--- src/rtl/core/ple_pkg.sv ---
`timescale 1ns / 1ps
package ple_pkg;

   localparam int PLE_CAPACITY   = 256;
   localparam int PLE_DATA_WIDTH = 32;
   localparam int ACT_W  = 3;
   localparam int POS_W  = 9;
   localparam int VAL_W  = 32;
   localparam int STAT_W = 2;

   typedef enum logic [ACT_W-1:0] {
      ACT_INS_FRONT = 3'd0,
      ACT_INS_BACK  = 3'd1,
      ACT_INS_AFTER = 3'd2,
      ACT_RM_FRONT  = 3'd3,
      ACT_RM_BACK   = 3'd4,
      ACT_RM_POS    = 3'd5,
      ACT_READ      = 3'd6,
      ACT_WRITE     = 3'd7
   } ple_action_type;

   localparam logic [STAT_W-1:0] ST_DONE = 2'd0;
   localparam logic [STAT_W-1:0] ST_MISS = 2'd1;
   localparam logic [STAT_W-1:0] ST_FULL = 2'd2;

   typedef enum logic [3:0] {
      S_IDLE,
      S_DECODE,
      S_ALLOC,
      S_ALLOC_WAIT,
      S_WALK_ISSUE,
      S_WALK,
      S_RD_ISSUE,
      S_RD_WAIT,
      S_LINK_A,
      S_LINK_B,
      S_REPLY,
      S_REPLY_MISS,
      S_REPLY_FULL
   } ple_state_type;

   typedef struct packed {
      logic                latch;
      logic                walk_start;
      logic                walk_step;
      logic                alloc;
      logic                alloc_take;
      logic                rd_take;
      logic                link_a;
      logic                link_b;
      logic                reply;
      logic [STAT_W-1:0]   reply_status;
   } ple_cmd_type;

   typedef struct packed {
      ple_action_type act;
      logic           full;
      logic           empty;
      logic           pos_gt;
      logic           walk_mode;
      logic           k_zero;
      logic           k_one;
   } ple_stat_type;

endpackage

--- src/rtl/core/ple_ctrl.sv ---
`timescale 1ns / 1ps
module ple_ctrl import ple_pkg::*; (
   input  logic         clock,
   input  logic         reset,
   input  logic         start,
   output logic         busy,
   input  ple_stat_type stat,
   output ple_cmd_type  cmd
);

   ple_state_type state_ff, state_in, after_walk;

   always_ff @(posedge clock) begin
      if (reset) begin
         state_ff <= S_IDLE;
      end else begin
         state_ff <= state_in;
      end
   end

   always_comb begin
      after_walk = (stat.act == ACT_WRITE) ? S_LINK_A : S_RD_ISSUE;
   end

   always_comb begin
      state_in = state_ff;
      unique case (state_ff)
         S_IDLE: begin
            if (start) state_in = S_DECODE;
         end
         S_DECODE: begin
            case (stat.act)
               ACT_INS_FRONT, ACT_INS_BACK, ACT_INS_AFTER:
                  state_in = stat.full ? S_REPLY_FULL : S_ALLOC;
               ACT_RM_FRONT, ACT_RM_BACK:
                  state_in = stat.empty ? S_REPLY_MISS : S_WALK_ISSUE;
               default:
                  state_in = stat.pos_gt ? S_REPLY_MISS : S_WALK_ISSUE;
            endcase
         end
         S_ALLOC:      state_in = S_ALLOC_WAIT;
         S_ALLOC_WAIT: state_in = stat.walk_mode ? S_WALK_ISSUE : S_LINK_A;
         S_WALK_ISSUE: state_in = stat.k_zero ? after_walk : S_WALK;
         S_WALK: begin
            if (stat.k_one) state_in = after_walk;
         end
         S_RD_ISSUE:   state_in = S_RD_WAIT;
         S_RD_WAIT:    state_in = (stat.act == ACT_READ) ? S_REPLY : S_LINK_A;
         S_LINK_A: begin
            state_in = (stat.act == ACT_INS_AFTER && stat.walk_mode) ? S_LINK_B : S_REPLY;
         end
         S_LINK_B:     state_in = S_REPLY;
         S_REPLY, S_REPLY_MISS, S_REPLY_FULL: state_in = S_IDLE;
         default:      state_in = S_IDLE;
      endcase
   end

   always_comb begin
      cmd = '0;
      busy = 1'b1;
      unique case (state_ff)
         S_IDLE: begin
            busy = 1'b0;
            cmd.latch = start;
         end
         S_DECODE:     cmd.walk_start = 1'b1;
         S_ALLOC:      cmd.alloc = 1'b1;
         S_ALLOC_WAIT: cmd.alloc_take = 1'b1;
         S_WALK:       cmd.walk_step = 1'b1;
         S_RD_WAIT:    cmd.rd_take = 1'b1;
         S_LINK_A:     cmd.link_a = 1'b1;
         S_LINK_B:     cmd.link_b = 1'b1;
         S_REPLY: begin
            cmd.reply = 1'b1;
            cmd.reply_status = ST_DONE;
         end
         S_REPLY_MISS: begin
            cmd.reply = 1'b1;
            cmd.reply_status = ST_MISS;
         end
         S_REPLY_FULL: begin
            cmd.reply = 1'b1;
            cmd.reply_status = ST_FULL;
         end
         default: ;
      endcase
   end

endmodule

--- config.mk ---
export PLATFORM = sky130hd
export DESIGN_NAME = ple_ctrl
export DESIGN_NICKNAME = d
export VERILOG_FILES = /design/src/rtl/core/ple_pkg.sv /design/src/rtl/core/ple_ctrl.sv
export SDC_FILE = /design/constraint.sdc
export NUM_CORES = 1
export LEC_CHECK = 0
export CAP_MARGIN = 20
export CELL_PAD_IN_SITES_DETAIL_PLACEMENT = 1
export CELL_PAD_IN_SITES_GLOBAL_PLACEMENT = 2
export CORE_UTILIZATION = 29
export CTS_BUF_LIST = sky130_fd_sc_hd__clkbuf_8
export CTS_CLUSTER_DIAMETER = 80
export CTS_CLUSTER_SIZE = 16
export DETAILED_ROUTE_END_ITERATION = 7
export DONT_BUFFER_PORTS = 1
export PLACE_DENSITY_LB_ADDON = 0.08
export SLEW_MARGIN = 20
export SYNTH_ARGS = -nofsm -noshare
export SYNTH_HDL_FRONTEND = slang
export SYNTH_SLANG_ARGS = --single-unit
--- constraint.sdc ---
create_clock -name clock -period 1.48 [get_ports clock]
set_clock_uncertainty 0.15 [all_clocks]
set_input_delay 0 -clock clock [delete_from_list [all_inputs] [get_ports clock]]
set_output_delay 0 -clock clock [all_outputs]
set_load 0.1 [all_outputs]
==> impl_metrics.ini, run 1 <==
[placed_design]
dp_hpwl_um = 1800
portBuffers = 0
place_ws_ns = -0.233
gp_congestion = 0.802
dp_cells = 131

[yosys]
seq_area_frac_synth = 0.137
async_flop_share = 0
synthCells = 86
avgSynthCellArea_um2 = 6.81
synth_top_area_cell = dfxtp_1
syn_area_um2 = 586
synth_top_area_frac = 0.137
synth_commonest_cells = 9 x nor2_1, 7 x nand2_1, 6 x buf_2, 6 x nand2b_1, 6 x o21ai_0
ys.flop_type = dfxtp_1
synth_edf_count = 0
ys_warn_count = 0
synth_nets = 98
ys_types = 37
ys_ff_latch = 4
synth.most_common_cell = nor2_1
yosys-top-cells-area = dfxtp_1 14%, nand2b_1 6.4%, nor2_1 5.8%

[outcome]
status = aborted with a tool error
error = [ERROR DPL-0033] detailed placement checks failed during check placement.
failed_stage = global routing

[die]
rows = 15
initial_core_util = 0.325
dieWidth_um = 46.9
die_y_um = 46.9
boundaryPins = 24

[timing]
worst_endpoint_kind = register input
repair-timing-grt-worst-ep = state_ff[2]$_SDFFE_PP0P_/D

[cts]
cts_buffers = 3
clockBufferDepth = 2
cts.sinks = 4
htreeDepth = 1
root_buffer = clkbuf_8

[global_route]
grt_max_degree = 11
antenna_found_initial = 0
metrics by stage:
step / setup TNS [ns] / utilization / cell area (µm²)
4_1_cts: -0.206 / 0.672 / 1210
3_5_place_dp: -1.01 / 0.544 / 981
3_3_place_gp: -0.702 / 0.544 / 981
2_1_floorplan: -4.72 / - / 669
cell families after synthesis:
kind of cell,after synthesis,synth area share
and+or+nand+nor,48,0.494
AOI/OAI and AO/OA,24,0.286
buffers and inverters,10,0.0833
DFF,4,0.137
what timing repair did:
action | CTS
setup endpoints to repair | 16
buffers inserted | 7
hold endpoints to repair | 4
pin swaps | 8
gates resized for setup | 28
hold buffers | 2
==> run 2: changes to the inputs <==
==> config.mk (replaced) <==
export PLATFORM = sky130hd
export DESIGN_NAME = ple_ctrl
export DESIGN_NICKNAME = d
export VERILOG_FILES = /design/src/rtl/core/ple_pkg.sv /design/src/rtl/core/ple_ctrl.sv
export SDC_FILE = /design/constraint.sdc
export NUM_CORES = 1
export LEC_CHECK = 0
export CAP_MARGIN = 20
export CORE_AREA = 2 2 63 65
export DETAILED_ROUTE_END_ITERATION = 7
export DIE_AREA = 0 0 65 67
export DONT_BUFFER_PORTS = 1
export PLACE_DENSITY_LB_ADDON = 0.15
export SLEW_MARGIN = 20
export SYNTH_ARGS = -nofsm -noshare
export SYNTH_HDL_FRONTEND = slang
export SYNTH_SLANG_ARGS = --single-unit
==> constraint.sdc (replaced) <==
create_clock -name clock -period 1.92 [get_ports clock]
set_clock_uncertainty 0.15 [all_clocks]
set_input_delay 0 -clock clock [delete_from_list [all_inputs] [get_ports clock]]
set_output_delay 0 -clock clock [all_outputs]
set_load 0.1 [all_outputs]
==> run 2 against run 1 <==
  * Synthesized cell count unchanged
  * The flow now finishes without violations
  * Area after synthesis unchanged
==> impl_metrics.ini, run 2 <==
[cts]
htreeDepth = 1
cts_buffers = 3
cts.sinks = 4
clk_latency_ns = 0.22
root_buffer = clkbuf_8
path_clk_slew_ns = 0.03
clockBufferDepth = 2
post_cts_buffers = 0
cts_tree = yes

[critical_path]
crit_path_start = state_ff[2]$_SDFFE_PP0P_
end_kind = primary output
worstPathRequired_ns = 1.77
r2r_start = state_ff[0]$_SDFFE_PP0P_
arrival_ns = 1.62
worst-path-max-fanout = 15
r2r_cells = 4
critical_path_class = reg2out
crit_path_start_kind = flip-flop
r2r-end = state_ff[2]$_SDFFE_PP0P_
rrSetupSlack_ns = 0.19
critPathCapture = cmd[2]

[global_route]
grt_max_degree = 16
grt.busiest_layer = met2
gr-usage-all-layers = 0.0915
antenna_found_initial = 0
grt_pass1_vias = 673
grt_pass1_wl_um = 3180
grt_overflow_total = 0
use_met2 = 0.138
grt_use_met1 = 0.130
grtUsageMet3 = 0.0152

[die]
dieWidth_um = 65
die_y_um = 67
core_area_mm2 = 0.00361
initial_core_util = 0.162
boundaryPins = 24
dieArea_mm2 = 0.00436
rows = 22

[power_and_ir_drop]
peakVddDrop_mv = 0.437
power_density_mw_per_mm2 = 1610
leakage_nw = 0.313

[placed_design]
portBuffers = 0
dp_cells = 143
postPlaceCellArea_um2 = 856
dp_hpwl_um = 1440
gp_congestion = 0.830

[yosys]
ys_ff_latch = 4
synth_top_area_cell = dfxtp_1
async_flop_share = 0
ys.flop_type = dfxtp_1
synthCells = 86
syn_area_um2 = 586
synth_commonest_cells = 9 x nor2_1, 7 x nand2_1, 6 x buf_2, 6 x nand2b_1, 6 x o21ai_0
ys_types = 37
synth.most_common_cell = nor2_1
seq_area_frac_synth = 0.137
synth_nets = 98
ys_warn_count = 0
avgSynthCellArea_um2 = 6.81
yosys-top-cells-area = dfxtp_1 14%, nand2b_1 6.4%, nor2_1 5.8%
synth_edf_count = 0
synth_top_area_frac = 0.137

[timing]
final-setup-viol-count = 0
rsz0062_at_grt = false
relSlewSlack = 0.681
tightest_slew_ns = 0.472
fin_crit_sh = 0.921
max_freq_mhz = 566
slew_viol_final = 0
finalHoldViolCount = 0
layout_min_cycle_time_ns = 1.77

[detailed_routing]
firstDrtPassIters = 4
ant_nets = 0
wl_per_cell_um = 12.5
wirelength_um = 1840
vias_per_cell = 4.49
drc = 0
drt_iter0_drc = 45
via_count = 665

[cells_and_area]
reg_top3 = state_ff: 4 flops
largest_reg_flops = 4
layout_common_cells = 11 x buf_4, 7 x nand2_1, 6 x nand2b_1, 6 x buf_12
fin_nets = 114
fin_cells = 148
drive_gt1_frac = 0.360
layout_commonest_cell = buf_4
regMostFlops = state_ff
n_antenna_cell = 0
area_growth_pct = 56.8
nFillCells = 407
design_area_um2 = 918

[flow_run]
maxCapViolations = 0

[min_path]
hold_start = stat[7]
hp-class = in2reg

[outcome]
status = completed
## run 2: cell counts after synthesis
Identical to the previous run, type by type.
## run 2: through the flow
stage	power, mW	hold slack (ns)	util	setup slack, ns	setup TNS [ns]
6_report	1.47	0.0423	0.255	0.152	0
5_1_grt	1.56	0.0786	0.255	0.0288	0
4_1_cts	1.48	0.0346	0.254	0.0932	0
3_5_place_dp	1.30	-0.0813	0.237	0.218	0
3_3_place_gp	1.31	-0.0823	0.237	0.203	0
2_1_floorplan	1.02	-0.0854	-	-0.340	-1.51
## run 2: area by class of cell
class	count	area (µm²)	area share
repair buffers	19	223	0.243
inverters	2	7.51	0.00817
well taps	48	60.1	0.0654
multi-input cells	72	503	0.548
clock buffers	3	41.3	0.0450
flip-flops and latches	4	83.8	0.0913
## run 2: kinds of logic (layout without fill, tap and decap cells)
kind of cell | count (synthesis) | count (layout) | synth area share
simple gates | 48 | 48 | 0.494
compound gates | 24 | 24 | 0.286
buf+inv | 10 | 24 | 0.0833
flops | 4 | 4 | 0.137
## run 2: timing repair
action,in CTS,in global routing
hold endpoints to repair,4,0
setup endpoints to repair,0,1
gates resized for setup,0,1
hold buffers,2,0
## run 2: layer usage
metal,vias up,wire (µm)
li1,344,-
met1,310,863
met2,11,894
met3,0,85
met4,0,0
met5,-,0
## run 2: worst min path at each step
| stage | slack, ns | depth (start not counted) | end |
|---|---|---|---|
| after global placement | -0.08 | 1 | state_ff[2]$_SDFFE_PP0P_ |
| after floorplan | -0.09 | 1 | state_ff[2]$_SDFFE_PP0P_ |
| after detailed placement | -0.08 | 1 | state_ff[2]$_SDFFE_PP0P_ |
| after CTS | 0.03 | 4 | state_ff[2]$_SDFFE_PP0P_ |
| final | 0.04 | 4 | state_ff[2]$_SDFFE_PP0P_ |
| after global routing | 0.08 | 4 | state_ff[2]$_SDFFE_PP0P_ |
## run 2: critical path: stages, from the launching register on
cell	delay [ns]
dfxtp_1	0.61
nand2b_1	0.32
o21ai_1	0.10
and2_1	0.20
buf_12	0.17
## run 2: where the power goes
part           leakage [nW]  internal (mW)  switching (mW)
registers            0.0339          0.119           0.104
logic                 0.257          0.324           0.750
clock network        0.0216          0.134          0.0440
total                 0.313          0.576           0.898
No activity file was read; power rests on OpenSTA's default activity.
